**config.mk**
```make
export PLATFORM = sky130hd
export DESIGN_NAME = pll_divider_search_flat
export DESIGN_NICKNAME = d
export VERILOG_FILES = /design/src/rtl/core/pds_pkg.sv /design/src/rtl/core/pds_if.sv /design/src/rtl/core/pds_cfg_regs.sv /design/src/rtl/core/pds_eval.sv /design/src/rtl/core/pds_seq.sv /design/src/rtl/core/pll_divider_search.sv /design/src/flat_wrapper.sv
export SDC_FILE = /design/constraint.sdc
export NUM_CORES = 1
export LEC_CHECK = 0
export BUFFER_PORTS_ARGS = -buffer_cell sky130_fd_sc_hd__buf_4
export CAP_MARGIN = 20
export CELL_PAD_IN_SITES_DETAIL_PLACEMENT = 0
export CELL_PAD_IN_SITES_GLOBAL_PLACEMENT = 2
export CORE_AREA = 5 5 189 191
export CTS_CLUSTER_DIAMETER = 30
export DETAILED_ROUTE_END_ITERATION = 8
export DIE_AREA = 0 0 194 196
export GPL_ROUTABILITY_DRIVEN = 0
export PLACE_DENSITY = 0.86
export SLEW_MARGIN = 20
export SYNTH_ARGS = -nofsm -noshare
export SYNTH_HDL_FRONTEND = slang
export SYNTH_HIERARCHICAL = 1
export SYNTH_SLANG_ARGS = --single-unit
```
**constraint.sdc**
```tcl
create_clock -name clk_i -period 12.3 [get_ports clk_i]
set_input_delay 0.615 -clock clk_i [delete_from_list [all_inputs] [get_ports clk_i]]
set_output_delay 0.615 -clock clk_i [all_outputs]
set_load 0.01 [all_outputs]
```
**src/rtl/core/pds_pkg.sv**
```systemverilog
// Shared types, constants and widths for the PLL divider search block.
`timescale 1ns / 1ps
package pds_pkg;

  // Search limits: m runs 2..FEEDBACK_LIMIT-1, n runs 2..INPUT_DIV_LIMIT-1.
  localparam int unsigned FEEDBACK_LIMIT  = 256;
  localparam int unsigned INPUT_DIV_LIMIT = 32;

  localparam int unsigned M_W  = $clog2(FEEDBACK_LIMIT);
  localparam int unsigned N_W  = $clog2(INPUT_DIV_LIMIT);
  localparam int unsigned OD_W = 2;

  localparam logic [M_W-1:0]  M_FIRST = M_W'(2);
  localparam logic [M_W-1:0]  M_LAST  = M_W'(FEEDBACK_LIMIT - 1);
  localparam logic [N_W-1:0]  N_FIRST = N_W'(2);
  localparam logic [N_W-1:0]  N_LAST  = N_W'(INPUT_DIV_LIMIT - 1);
  localparam logic [OD_W-1:0] OD_LAST = OD_W'(3);

  // Field widths.
  localparam int unsigned REF_W  = 8;
  localparam int unsigned TOL_W  = 10;
  localparam int unsigned VCO_W  = 12;
  localparam int unsigned TGT_W  = 14;
  localparam int unsigned WORD_W = 16;

  // Packing of the divider word.
  localparam int unsigned WORD_N_LSB  = 9;
  localparam int unsigned WORD_OD_LSB = 14;

  // Reference divided by n must stay at or below this many MHz.
  localparam int unsigned REF_RATIO_MAX = 25;
  localparam int unsigned RATIO_W = N_W + $clog2(REF_RATIO_MAX + 1);

  // Datapath widths of the running products.
  localparam int unsigned LO_W    = TGT_W;
  localparam int unsigned HI_W    = TGT_W + 1;
  localparam int unsigned REFM_W  = REF_W + M_W;
  localparam int unsigned FOUT_W  = REFM_W + 4;
  localparam int unsigned LON_W   = LO_W + N_W;
  localparam int unsigned HIN_W   = HI_W + N_W;
  localparam int unsigned VN_W    = VCO_W + N_W;
  localparam int unsigned CMP_W   = HIN_W + 3;

  // Configuration port.
  localparam int unsigned CFG_IDX_W  = 3;
  localparam int unsigned CFG_DATA_W = VCO_W;

  typedef enum logic [CFG_IDX_W-1:0] {
    CFG_REF_FREQ = 3'd0,
    CFG_TOL      = 3'd1,
    CFG_VCO_MIN  = 3'd2,
    CFG_VCO_MAX  = 3'd3
  } cfg_idx_e;

  localparam logic [REF_W-1:0] REF_RESET     = REF_W'(27);
  localparam logic [TOL_W-1:0] TOL_RESET     = TOL_W'(32);
  localparam logic [VCO_W-1:0] VCO_MIN_RESET = VCO_W'(200);
  localparam logic [VCO_W-1:0] VCO_MAX_RESET = VCO_W'(1000);

  typedef struct packed {
    logic [REF_W-1:0] ref_freq;
    logic [TOL_W-1:0] tol;
    logic [VCO_W-1:0] vco_min;
    logic [VCO_W-1:0] vco_max;
  } cfg_t;

  // One candidate as seen by the evaluation unit.
  typedef struct packed {
    logic [N_W-1:0]    n;
    logic [OD_W-1:0]   od;
    logic [REFM_W-1:0] ref_m;
    logic [LON_W-1:0]  lo_n;
    logic [HIN_W-1:0]  hi_n;
    logic [VN_W-1:0]   vmin_n;
    logic [VN_W-1:0]   vmax_n;
  } cand_t;

  typedef struct packed {
    logic n_ok;
    logic pass;
  } eval_t;

endpackage

```
**src/rtl/core/pds_if.sv**
```systemverilog
// Handshake interfaces for the request, result and configuration channels.
`timescale 1ns / 1ps
interface pds_req_if
  import pds_pkg::*;
();
  logic             valid;
  logic             ready;
  logic [TGT_W-1:0] target_freq_q4;

  modport source (output valid, output target_freq_q4, input ready);
  modport sink   (input valid, input target_freq_q4, output ready);
endinterface

interface pds_rsp_if
  import pds_pkg::*;
();
  logic              valid;
  logic              ready;
  logic              found;
  logic [WORD_W-1:0] divider_word;

  modport source (output valid, output found, output divider_word, input ready);
  modport sink   (input valid, input found, input divider_word, output ready);
endinterface

interface pds_cfg_if
  import pds_pkg::*;
();
  logic                  valid;
  logic                  ready;
  logic [CFG_IDX_W-1:0]  index;
  logic [CFG_DATA_W-1:0] data;

  modport source (output valid, output index, output data, input ready);
  modport sink   (input valid, input index, input data, output ready);
endinterface

```
**src/rtl/core/pds_cfg_regs.sv**
```systemverilog
// Configuration register file for the PLL divider search.
`timescale 1ns / 1ps
module pds_cfg_regs
  import pds_pkg::*;
(
  input  logic                  clk_i,
  input  logic                  rst_ni,
  input  logic                  wr_en_i,
  input  logic [CFG_IDX_W-1:0]  wr_idx_i,
  input  logic [CFG_DATA_W-1:0] wr_data_i,
  output cfg_t                  cfg_o
);

  cfg_t cfg_q, cfg_d;

  // Decode the write; indexes beyond the list leave every register alone.
  always_comb begin
    cfg_d = cfg_q;
    if (wr_en_i) begin
      unique case (cfg_idx_e'(wr_idx_i))
        CFG_REF_FREQ: cfg_d.ref_freq = wr_data_i[REF_W-1:0];
        CFG_TOL:      cfg_d.tol      = wr_data_i[TOL_W-1:0];
        CFG_VCO_MIN:  cfg_d.vco_min  = wr_data_i[VCO_W-1:0];
        CFG_VCO_MAX:  cfg_d.vco_max  = wr_data_i[VCO_W-1:0];
        default:      cfg_d = cfg_q;
      endcase
    end
  end

  always_ff @(posedge clk_i or negedge rst_ni) begin
    if (!rst_ni) begin
      cfg_q.ref_freq <= REF_RESET;
      cfg_q.tol      <= TOL_RESET;
      cfg_q.vco_min  <= VCO_MIN_RESET;
      cfg_q.vco_max  <= VCO_MAX_RESET;
    end else begin
      cfg_q <= cfg_d;
    end
  end

  assign cfg_o = cfg_q;

endmodule

```
**src/rtl/core/pds_eval.sv**
```systemverilog
// Candidate evaluation unit: checks one (m, n, od) against all limits.
`timescale 1ns / 1ps
module pds_eval
  import pds_pkg::*;
(
  input  logic [REF_W-1:0] ref_freq_i,
  input  cand_t            cand_i,
  output eval_t            eval_o
);

  logic [RATIO_W-1:0] n_ratio;
  logic [FOUT_W-1:0]  fout;
  logic [CMP_W-1:0]   lo_bound;
  logic [CMP_W-1:0]   hi_bound;
  logic               ref_ok;
  logic               fout_ok;
  logic               vco_ok;

  // The reference divided by n must lie within 1 .. REF_RATIO_MAX MHz.
  assign n_ratio = RATIO_W'(cand_i.n) * RATIO_W'(REF_RATIO_MAX);
  assign ref_ok  = (ref_freq_i >= REF_W'(cand_i.n)) &&
                   (RATIO_W'(ref_freq_i) <= n_ratio);

  // Output frequency: 16*ref*m compared with the bounds times n*2^od.
  assign fout     = {cand_i.ref_m, 4'b0000};
  assign lo_bound = CMP_W'(cand_i.lo_n) << cand_i.od;
  assign hi_bound = CMP_W'(cand_i.hi_n) << cand_i.od;
  assign fout_ok  = (CMP_W'(fout) > lo_bound) && (CMP_W'(fout) < hi_bound);

  // VCO frequency: ref*m strictly between the limits times n.
  assign vco_ok = (VN_W'(cand_i.ref_m) > cand_i.vmin_n) &&
                  (VN_W'(cand_i.ref_m) < cand_i.vmax_n);

  assign eval_o.n_ok = ref_ok;
  assign eval_o.pass = ref_ok && fout_ok && vco_ok;

endmodule

```
**src/rtl/core/pds_seq.sv**
```systemverilog
// Search sequencer: walks m, n and od and keeps the running products.
`timescale 1ns / 1ps
module pds_seq
  import pds_pkg::*;
(
  input  logic              clk_i,
  input  logic              rst_ni,
  input  cfg_t              cfg_i,
  input  logic              start_i,
  input  logic [TGT_W-1:0]  target_i,
  output logic              idle_o,
  output cand_t             cand_o,
  input  eval_t             eval_i,
  output logic              res_valid_o,
  input  logic              res_ready_i,
  output logic              found_o,
  output logic [WORD_W-1:0] word_o
);

  typedef enum logic [2:0] {
    ST_IDLE   = 3'b001,
    ST_SEARCH = 3'b010,
    ST_DONE   = 3'b100
  } state_e;

  state_e state_q, state_d;

  logic [M_W-1:0]    m_q, m_d;
  logic [N_W-1:0]    n_q, n_d;
  logic [OD_W-1:0]   od_q, od_d;
  logic [REFM_W-1:0] refm_q, refm_d;
  logic [LON_W-1:0]  lon_q, lon_d;
  logic [HIN_W-1:0]  hin_q, hin_d;
  logic [VN_W-1:0]   vminn_q, vminn_d;
  logic [VN_W-1:0]   vmaxn_q, vmaxn_d;
  logic [LO_W-1:0]   lo_q, lo_d;
  logic [HI_W-1:0]   hi_q, hi_d;
  logic              found_q, found_d;
  logic [WORD_W-1:0] word_q, word_d;

  logic [LO_W-1:0]   start_lo;
  logic [HI_W-1:0]   start_hi;
  logic              next_n;
  logic [WORD_W-1:0] hit_word;

  // Bounds for a new request; a negative lower bound clamps to zero.
  assign start_lo = (target_i >= TGT_W'(cfg_i.tol)) ?
                    LO_W'(target_i - TGT_W'(cfg_i.tol)) : '0;
  assign start_hi = HI_W'(target_i) + HI_W'(cfg_i.tol);

  // A failing n skips its remaining post dividers at once.
  assign next_n = !eval_i.n_ok || (od_q == OD_LAST);

  // Packed result for the current candidate.
  always_comb begin
    hit_word = '0;
    hit_word[M_W-1:0]                = m_q;
    hit_word[WORD_N_LSB +: N_W]      = n_q;
    hit_word[WORD_OD_LSB +: OD_W]    = od_q;
  end

  // Sequencer and running products.
  always_comb begin
    state_d = state_q;
    m_d     = m_q;
    n_d     = n_q;
    od_d    = od_q;
    refm_d  = refm_q;
    lon_d   = lon_q;
    hin_d   = hin_q;
    vminn_d = vminn_q;
    vmaxn_d = vmaxn_q;
    lo_d    = lo_q;
    hi_d    = hi_q;
    found_d = found_q;
    word_d  = word_q;

    unique case (state_q)
      ST_IDLE: begin
        if (start_i) begin
          state_d = ST_SEARCH;
          m_d     = M_FIRST;
          n_d     = N_FIRST;
          od_d    = '0;
          lo_d    = start_lo;
          hi_d    = start_hi;
          refm_d  = REFM_W'(cfg_i.ref_freq) << 1;
          lon_d   = LON_W'(start_lo) << 1;
          hin_d   = HIN_W'(start_hi) << 1;
          vminn_d = VN_W'(cfg_i.vco_min) << 1;
          vmaxn_d = VN_W'(cfg_i.vco_max) << 1;
        end
      end

      ST_SEARCH: begin
        if (eval_i.pass) begin
          state_d = ST_DONE;
          found_d = 1'b1;
          word_d  = hit_word;
        end else if (!next_n) begin
          od_d = od_q + OD_W'(1);
        end else if (n_q != N_LAST) begin
          n_d     = n_q + N_W'(1);
          od_d    = '0;
          lon_d   = lon_q + LON_W'(lo_q);
          hin_d   = hin_q + HIN_W'(hi_q);
          vminn_d = vminn_q + VN_W'(cfg_i.vco_min);
          vmaxn_d = vmaxn_q + VN_W'(cfg_i.vco_max);
        end else if (m_q != M_LAST) begin
          m_d     = m_q + M_W'(1);
          n_d     = N_FIRST;
          od_d    = '0;
          refm_d  = refm_q + REFM_W'(cfg_i.ref_freq);
          lon_d   = LON_W'(lo_q) << 1;
          hin_d   = HIN_W'(hi_q) << 1;
          vminn_d = VN_W'(cfg_i.vco_min) << 1;
          vmaxn_d = VN_W'(cfg_i.vco_max) << 1;
        end else begin
          state_d = ST_DONE;
          found_d = 1'b0;
          word_d  = '0;
        end
      end

      ST_DONE: begin
        if (res_ready_i) begin
          state_d = ST_IDLE;
        end
      end

      default: state_d = ST_IDLE;
    endcase
  end

  always_ff @(posedge clk_i or negedge rst_ni) begin
    if (!rst_ni) begin
      state_q <= ST_IDLE;
    end else begin
      state_q <= state_d;
    end
  end

  // Datapath registers carry no reset; every search loads them first.
  always_ff @(posedge clk_i) begin
    m_q     <= m_d;
    n_q     <= n_d;
    od_q    <= od_d;
    refm_q  <= refm_d;
    lon_q   <= lon_d;
    hin_q   <= hin_d;
    vminn_q <= vminn_d;
    vmaxn_q <= vmaxn_d;
    lo_q    <= lo_d;
    hi_q    <= hi_d;
    found_q <= found_d;
    word_q  <= word_d;
  end

  assign cand_o.n      = n_q;
  assign cand_o.od     = od_q;
  assign cand_o.ref_m  = refm_q;
  assign cand_o.lo_n   = lon_q;
  assign cand_o.hi_n   = hin_q;
  assign cand_o.vmin_n = vminn_q;
  assign cand_o.vmax_n = vmaxn_q;

  assign idle_o      = (state_q == ST_IDLE);
  assign res_valid_o = (state_q == ST_DONE);
  assign found_o     = found_q;
  assign word_o      = word_q;

endmodule

```
**src/rtl/core/pll_divider_search.sv**
```systemverilog
// PLL divider search: one candidate checked per cycle, first passing (m, n, od) wins.
// An n failing the reference ratio check is one candidate, others up to four (one per od).
// Worst case is 254 * 30 * 4 = 30480 candidates. One word is in flight at a time: the result
// waits in an output register, and the next request is taken in the cycle after it leaves.
// Async active-low reset idles the sequencer and loads 27 MHz, tol 32, VCO 200..1000 MHz.
`timescale 1ns / 1ps
module pll_divider_search
  import pds_pkg::*;
(
  input  logic clk_i,
  input  logic rst_ni,
  pds_req_if.sink   req_i,
  pds_rsp_if.source rsp_o,
  pds_cfg_if.sink   cfg_i
);

  cfg_t  cfg;
  cand_t cand;
  eval_t eval_res;
  logic  idle;
  logic  start;

  // Configuration writes are always taken.
  assign cfg_i.ready = 1'b1;

  pds_cfg_regs u_cfg_regs (
    .clk_i     (clk_i),
    .rst_ni    (rst_ni),
    .wr_en_i   (cfg_i.valid),
    .wr_idx_i  (cfg_i.index),
    .wr_data_i (cfg_i.data),
    .cfg_o     (cfg)
  );

  // A new request word is taken only while the sequencer is idle.
  assign req_i.ready = idle;
  assign start       = req_i.valid && idle;

  pds_seq u_seq (
    .clk_i       (clk_i),
    .rst_ni      (rst_ni),
    .cfg_i       (cfg),
    .start_i     (start),
    .target_i    (req_i.target_freq_q4),
    .idle_o      (idle),
    .cand_o      (cand),
    .eval_i      (eval_res),
    .res_valid_o (rsp_o.valid),
    .res_ready_i (rsp_o.ready),
    .found_o     (rsp_o.found),
    .word_o      (rsp_o.divider_word)
  );

  pds_eval u_eval (
    .ref_freq_i (cfg.ref_freq),
    .cand_i     (cand),
    .eval_o     (eval_res)
  );

endmodule
```
**src/flat_wrapper.sv**
```systemverilog
// flat-port wrapper written by rule: the top's interface ports become plain ports
module pll_divider_search_flat import pds_pkg::*;
  (clk_i, rst_ni, req_i_valid, req_i_target_freq_q4, req_i_ready, rsp_o_valid, rsp_o_found, rsp_o_divider_word, rsp_o_ready, cfg_i_valid, cfg_i_index, cfg_i_data, cfg_i_ready);
  pds_req_if req_i_i ();
  pds_rsp_if rsp_o_i ();
  pds_cfg_if cfg_i_i ();
  input  logic clk_i;
  input  logic rst_ni;
  input wire logic [$bits(req_i_i.valid)-1:0] req_i_valid;
  input wire logic [$bits(req_i_i.target_freq_q4)-1:0] req_i_target_freq_q4;
  output wire logic [$bits(req_i_i.ready)-1:0] req_i_ready;
  output wire logic [$bits(rsp_o_i.valid)-1:0] rsp_o_valid;
  output wire logic [$bits(rsp_o_i.found)-1:0] rsp_o_found;
  output wire logic [$bits(rsp_o_i.divider_word)-1:0] rsp_o_divider_word;
  input wire logic [$bits(rsp_o_i.ready)-1:0] rsp_o_ready;
  input wire logic [$bits(cfg_i_i.valid)-1:0] cfg_i_valid;
  input wire logic [$bits(cfg_i_i.index)-1:0] cfg_i_index;
  input wire logic [$bits(cfg_i_i.data)-1:0] cfg_i_data;
  output wire logic [$bits(cfg_i_i.ready)-1:0] cfg_i_ready;
  assign req_i_i.valid = req_i_valid;
  assign req_i_i.target_freq_q4 = req_i_target_freq_q4;
  assign req_i_ready = req_i_i.ready;
  assign rsp_o_valid = rsp_o_i.valid;
  assign rsp_o_found = rsp_o_i.found;
  assign rsp_o_divider_word = rsp_o_i.divider_word;
  assign rsp_o_i.ready = rsp_o_ready;
  assign cfg_i_i.valid = cfg_i_valid;
  assign cfg_i_i.index = cfg_i_index;
  assign cfg_i_i.data = cfg_i_data;
  assign cfg_i_ready = cfg_i_i.ready;
  pll_divider_search u_core (.clk_i(clk_i), .rst_ni(rst_ni), .req_i(req_i_i), .rsp_o(rsp_o_i), .cfg_i(cfg_i_i));
endmodule
```
==> results of run 1 <==
[area by class of cell]
| type | count | area (sq um) |
|---|---|---|
| fillers | 3186 | 17500 |
| multi-input cells | 1168 | 8790 |
| flip-flops and latches | 194 | 5620 |
| well taps | 455 | 569 |
| repair buffers | 62 | 465 |
| clock buffers | 17 | 425 |
| inverters | 107 | 402 |
| clock inverters | 15 | 170 |
[kinds of logic after synthesis]
family                   Yosys count  share of synthesized area (%)
adder cells (fa/ha/maj)          183                           15.7
multiplexers                     110                           7.79
XOR/XNOR                          83                           4.85
AO/OA/AOI/OAI                    378                           16.2
flip-flops                       194                           37.5
AND/OR/NAND/NOR                  412                           13.7
other                              2                         0.0501
buffers and inverters            158                           4.17
[metal layers]
layer | GRT usage (%) | share of wire (%) | up-vias
met5 | 0 | 0 | -
met4 | 5.57 | 1.9 | 0
met3 | 2.61 | 3.4 | 38
li1 | - | - | 5643
met2 | 31.4 | 45 | 205
met1 | 28.4 | 49 | 5535
[power groups by stage]
stage | clock network [uW] | logic [uW] | registers [uW]
3_5_place_dp | 0 | 1930 | 1200
4_1_cts | 590 | 1950 | 1190
6_report | 574 | 1960 | 1190
2_1_floorplan | 0 | 1520 | 1130
3_3_place_gp | 0 | 1900 | 1200
5_1_grt | 616 | 2200 | 1210
[layout by cell type, fill, tap and decap left out, drive strengths merged, types with 8 or more instances in the layout]
master / instances
a31oi: 15
nand4: 14
edfxtp: 149
mux2: 50
o21bai: 8
a21o: 31
dfstp: 15
a211oi: 17
nor2b: 17
fa: 8
nand2: 114
mux2i: 60
or3: 13
xor2: 28
dfrtp: 30
and3: 25
a21oi: 108
nor2: 100
xnor2: 55
and2: 19
clkbuf: 17
nand3: 33
o211ai: 11
o21ai: 95
ha: 175
o21a: 22
inv: 115
buf: 62
o31ai: 8
nand2b: 21
nor3: 20
[state kept, by name, summed over array words and instances (netlist names)]
signal and count:
u_core/u_seq/lo_q 14, u_core/u_seq/vminn_q 17, u_core/u_seq/od_q 2, u_core/u_seq/m_q 8
u_core/u_seq/refm_q 16, u_core/u_seq/hin_q 20, u_core/u_seq/lon_q 19, u_core/u_cfg_regs/cfg_o 42
u_core/u_seq/n_q 5, u_core/u_seq/vmaxn_q 17, u_core/u_seq/found_o 1, u_core/u_seq/hi_q 15
u_core/u_seq/word_o 15, u_core/u_seq/state_q 3
[per-stage QoR]
stage / worst slack (ns) / cell area [sq um] / instances / hold slack (ns) / utilization [%]
6_report: 6.58 / 16400 / 2018 / 0.171 / 48.4
5_1_grt: 6.18 / 16400 / 2018 / 0.214 / 48.4
4_1_cts: 6.54 / 16400 / 2018 / 0.177 / 48.4
3_5_place_dp: 6.53 / 15800 / 1986 / 0.543 / 46.7
3_3_place_gp: 6.71 / 15800 / 1986 / 0.529 / 46.7
2_1_floorplan: 4.66 / 15000 / 1520 / 0.319 / -
[how the worst max path moves through the flow]
| stage | from | end | slack (ns) |
|---|---|---|---|
| floorplan | u_core/u_seq/n_q[3] | u_core/u_seq/hin_q[0] | 4.66 |
| global placement | u_core/u_seq/n_q[3] | u_core/u_seq/n_q[0] | 6.71 |
| detailed placement | u_core/u_seq/n_q[3] | u_core/u_seq/n_q[0] | 6.53 |
| CTS | u_core/u_seq/n_q[3] | u_core/u_seq/n_q[3] | 6.54 |
| global route | u_core/u_seq/n_q[3] | u_core/u_seq/n_q[3] | 6.18 |
| finish | u_core/u_seq/n_q[3] | u_core/u_seq/n_q[3] | 6.58 |
==> results.cfg, run 1 <==
[setup_path]
r2r_end = u_core/u_seq/n_q[3]
critical_path_cell_count = 19
crit_top_cell = sky130_fd_sc_hd__ha_1
critical_path.startpoint_type = flop
cpLargestDelayFamily = adder cells
worst_path_largest_cell_delay_ns = 0.82
crit_path_cell_trace = inv_1 -> ha_1 -> inv_1 -> ha_1 -> ha_1 -> ha_1 -> xor2_1 -> ha_1 -> nand4_1 -> nor2_1 -> a221o_1 -> and3_1 -> a21oi_1 -> nor4b_2 -> buf_4 -> nor3_1 -> mux2i_1 -> a31oi_4 -> buf_4
critPathSlowestCell = sky130_fd_sc_hd__a31oi_4
critPathArrivalTime_ns = 5.80
rr_worst_depth = 19
buffer_and_inverter_count_on_the_worst_path = 4
critPathCaptureType = flop
path_max_fanout = 53
worst-endpoint-required_ns = 12.38
criticalPathCategory = flop to flop
r2r_slack_ns = 6.58
r2r-start = u_core/u_seq/n_q[3]

[die]
floorplan.die_area_sq_um = 38000
fp.dieW_um = 194
die_h_um = 196
placement_rows = 68
start_util_pct = 44.2
top_level_ports = 54
fp.coreArea_sq_um = 33900

[route]
dr.first_iter.drc_count = 666
routed_via_density = 5.66
drt_drc_violations_left = 0
finalWirelength_um = 37900
vias = 11421
detail_route.wl_per_cell_um = 18.8
detail-route-antenna-nets = 0
drt_pass1_iterations = 5

[sta]
finalCritPeriodShare_pct = 46.5
setup_tns_ns = 0
worst_slew_margin_rel_pct = 31.1
grt_setup_unrepaired = false
worst_slew_pin_slew_ns = 1.03
minimum_period_implied_by_the_final_worst_setup_slack_ns = 5.72
final.setup_skew_ns = 0.0152
timing.final.max_slew_violations = 0
timing_hold_violations_final = 0
max_clock_freq_mhz = 175
setup_violations = 0

[synth]
synth.area.top_cells = sky130_fd_sc_hd__edfxtp_1, sky130_fd_sc_hd__ha_1, sky130_fd_sc_hd__dfrtp_1
synthDistinctLibCells = 85
synthCells = 1520
asyncSetResetFlopFracSynth_pct = 23.2
synth_top_cell_by_area = sky130_fd_sc_hd__edfxtp_1
synth.net_count = 1737
syn_area_per_cell_sq_um = 9.86
synth.most_common_cell = sky130_fd_sc_hd__ha_1
fraction_of_post_synthesis_cell_area_in_the_top_cell_type_by_area_pct = 29.8
yosys_most_used_dff = sky130_fd_sc_hd__edfxtp_1
seq_area_frac_synth_pct = 37.5
yosysWarnings = 6
mappedNetlistArea_sq_um = 15000
synth_common_cells = sky130_fd_sc_hd__ha_1, sky130_fd_sc_hd__edfxtp_1, sky130_fd_sc_hd__nand2_1
synth_edf_count = 149
synth.ff_latch_count = 194

[placement]
place_hpwl_um = 28500
io_buffers = 51

[layout]
final_layout_size_suffix_gt1_share_pct = 12.2
layout-area-overhead-vs-synth_pct = 9.69
design.final.nets = 1767
num_antenna_cells = 0

[clocking]
clk-insertion-delay-late_ns = 0.45
post-cts-setup-buffer-count = 0
tritoncts = yes
cts_made_buffers = 17
clk_pin_slew_worst_paths_ns = 0.08
cts-hold-fix-buffers = 0
cell_at_the_root_of_the_clock_tree = sky130_fd_sc_hd__clkbuf_16
cts_htree_levels = 4
max-clock-path-buffers = 2
postCtsResizedCells = 0
numClockSinks = 194

[power_and_ir_drop]
pwr_per_cell_area_nw_per_um2 = 226
seq_power_share_pct = 31.9
clockPowerShare_pct = 15.4
pwr-share-comb_pct = 52.7
p_total_uw = 3720
internal_power_uw = 2100
swShare_pct = 43.5
switching_power_uw = 1620
cellLeakagePower_uw = 0.00705
worst_ir_drop_vdd_mv = 0.111

[job]
cap_viol_max_count = 0

[grt]
vias_in_the_first_global_route = 10972
grt_max_degree = 65
antenna_found_initial = 0
grt.overflow.total = 0
global_route.usage.total_pct = 19.7
global_route_wire_length_before_repair_um = 60300

[worst_hold_path]
worst_hold_path_type = input port to asynchronous set/reset pin

[run_status]
outcome = complete, no violations
Power figures use the tool's default switching activity.
==> run 2: changes to the inputs <==
Settings changed: CORE_AREA 5 5 189 191 to 5 5 195 197, DIE_AREA 0 0 194 196 to 0 0 200 202, PLACE_DENSITY 0.86 to 0.82.
Clock period 12.3 ns to 5.9 ns, I/O delays scaled along.
==> results.cfg, run 2 (same netlist as run 1, synthesis figures left out) <==
[clocking]
tritoncts = yes
post-cts-setup-buffer-count = 0
max-clock-path-buffers = 2
clk_pin_slew_worst_paths_ns = 0.07
postCtsResizedCells = 0
numClockSinks = 194
clk-insertion-delay-late_ns = 0.45
cts-hold-fix-buffers = 1
cts_htree_levels = 4
cell_at_the_root_of_the_clock_tree = sky130_fd_sc_hd__clkbuf_16
cts_made_buffers = 17

[power_and_ir_drop]
worst_ir_drop_vdd_mv = 0.261
p_total_uw = 7790
pwr_per_cell_area_nw_per_um2 = 472
cellLeakagePower_uw = 0.00708

[die]
top_level_ports = 54
placement_rows = 70
die_h_um = 202
start_util_pct = 41.5
fp.dieW_um = 200
floorplan.die_area_sq_um = 40400
fp.coreArea_sq_um = 36100

[grt]
global_route.usage.total_pct = 19.3
vias_in_the_first_global_route = 11083
antenna_found_initial = 0
grt.overflow.total = 0
grt_max_degree = 50
global_route_wire_length_before_repair_um = 61600

[setup_path]
r2r_end = u_core/u_seq/vminn_q[1]
critical_path_cell_count = 19
critPathSlowestCell = sky130_fd_sc_hd__buf_4
worst_path_largest_cell_delay_ns = 0.52
path_max_fanout = 40
buffer_and_inverter_count_on_the_worst_path = 4
r2r-start = u_core/u_seq/n_q[3]
r2r_slack_ns = 1.15
criticalPathCategory = flop to flop
crit_path_cell_trace = inv_1 -> ha_1 -> inv_1 -> ha_1 -> ha_1 -> ha_1 -> xor2_1 -> ha_1 -> nand4_1 -> nor2_1 -> a221o_1 -> and3_1 -> a21oi_1 -> nor4b_2 -> buf_4 -> nor3_1 -> mux2i_1 -> a31oi_4 -> buf_4
crit_top_cell = sky130_fd_sc_hd__ha_1
timing.critical_path.from = u_core/u_seq/n_q[3]
setup.worst_path.end = u_core/u_seq/vminn_q[1]
rr_worst_depth = 19
worst-endpoint-required_ns = 5.98
critPathCaptureType = flop
cpLargestDelayFamily = adder cells
critPathArrivalTime_ns = 4.83
critical_path.startpoint_type = flop

[layout]
most_frequent_cells_in_the_layout = sky130_fd_sc_hd__ha_1, sky130_fd_sc_hd__edfxtp_1, sky130_fd_sc_hd__nand2_1
commonest_non_fill_non_tap_cell_in_the_layout = sky130_fd_sc_hd__ha_1
largest_reg_flops = 42
layout-area-overhead-vs-synth_pct = 10.3
num_antenna_cells = 0
final_layout_size_suffix_gt1_share_pct = 12.4
design.final.nets = 1776
finish.instance_area_sq_um = 16500

[sta]
max_clock_freq_mhz = 211
setup_tns_ns = 0
worst_slew_margin_rel_pct = 31.8
timing_hold_violations_final = 0
timing.final.max_slew_violations = 0
setup_violations = 0
finalCritPeriodShare_pct = 80.4
worst_hold_slack_ns = 0.0523
worst_slew_pin_slew_ns = 1.02
final.setup_skew_ns = 0.0211
minimum_period_implied_by_the_final_worst_setup_slack_ns = 4.75
grt_setup_unrepaired = false
post-route-worst-setup-slack_ns = 1.15

[route]
drt_pass1_iterations = 5
detail_route.wl_per_cell_um = 19.0
finalWirelength_um = 38800
dr.first_iter.drc_count = 579
drt_drc_violations_left = 0
vias = 11370
detail-route-antenna-nets = 0
routed_via_density = 5.57

[placement]
post-place-ws_ns = 1.07
io_buffers = 51
dpl-instance-area_sq_um = 15900
place_hpwl_um = 29300

[run_status]
outcome = complete, no violations

[worst_hold_path]
worst_hold_path_type = input port to flop

[job]
cap_viol_max_count = 0
==> run 2: changes by cell type in the layout (fill, tap and decap cells not counted), sizes merged <==
cell         delta
bufinv          +2
clkbuf          +4
clkinvlp        +3
buf             +8
clkinv          -3
inv             -6
dlygate4sd3     +1
==> run 2: layer usage <==
| layer | track usage, % | share of wire (%) | vias up |
|---|---|---|---|
| li1 | - | - | 5668 |
| met1 | 28.2 | 50 | 5496 |
| met2 | 30.0 | 45 | 178 |
| met3 | 2.80 | 3.4 | 28 |
| met4 | 5.24 | 1.7 | 0 |
| met5 | 0 | 0 | - |
==> run 2: how the worst min path moves through the flow <==
stage	depth (start not counted)	slack, ns	from	to
CTS	2	0.02	rsp_o_ready	u_core/u_seq/state_q[2]
global placement	1	0.36	rst_ni	u_core/u_cfg_regs/cfg_o[30]
global route	2	0.04	rsp_o_ready	u_core/u_seq/state_q[2]
detailed placement	1	0.36	rst_ni	u_core/u_cfg_regs/cfg_o[30]
finish	2	0.05	rsp_o_ready	u_core/u_seq/state_q[2]
floorplan	0	-0.0006	rst_ni	u_core/u_cfg_regs/cfg_o[0]
==> run 2: through the flow <==
step / util, % / instances
global placement: 44.1 / 2007
CTS: 45.8 / 2040
finish: 45.8 / 2040
floorplan: - / 1520
global route: 45.8 / 2040
detailed placement: 44.1 / 2007
==> run 2: area by class of cell <==
cell class | count | area, sq um
clock buffer | 21 | 440
clock inverter | 11 | 153
fill | 3512 | 19600
inverter | 107 | 402
multi-input combinational | 1168 | 8790
sequential | 194 | 5620
tap | 468 | 586
timing repair buffer | 71 | 536
==> run 2: power by group <==
group | total, uW | internal (uW) | switching, uW
sequential | 2510 | 2050 | 454
clock | 1210 | 672 | 540
combinational | 4070 | 1740 | 2330
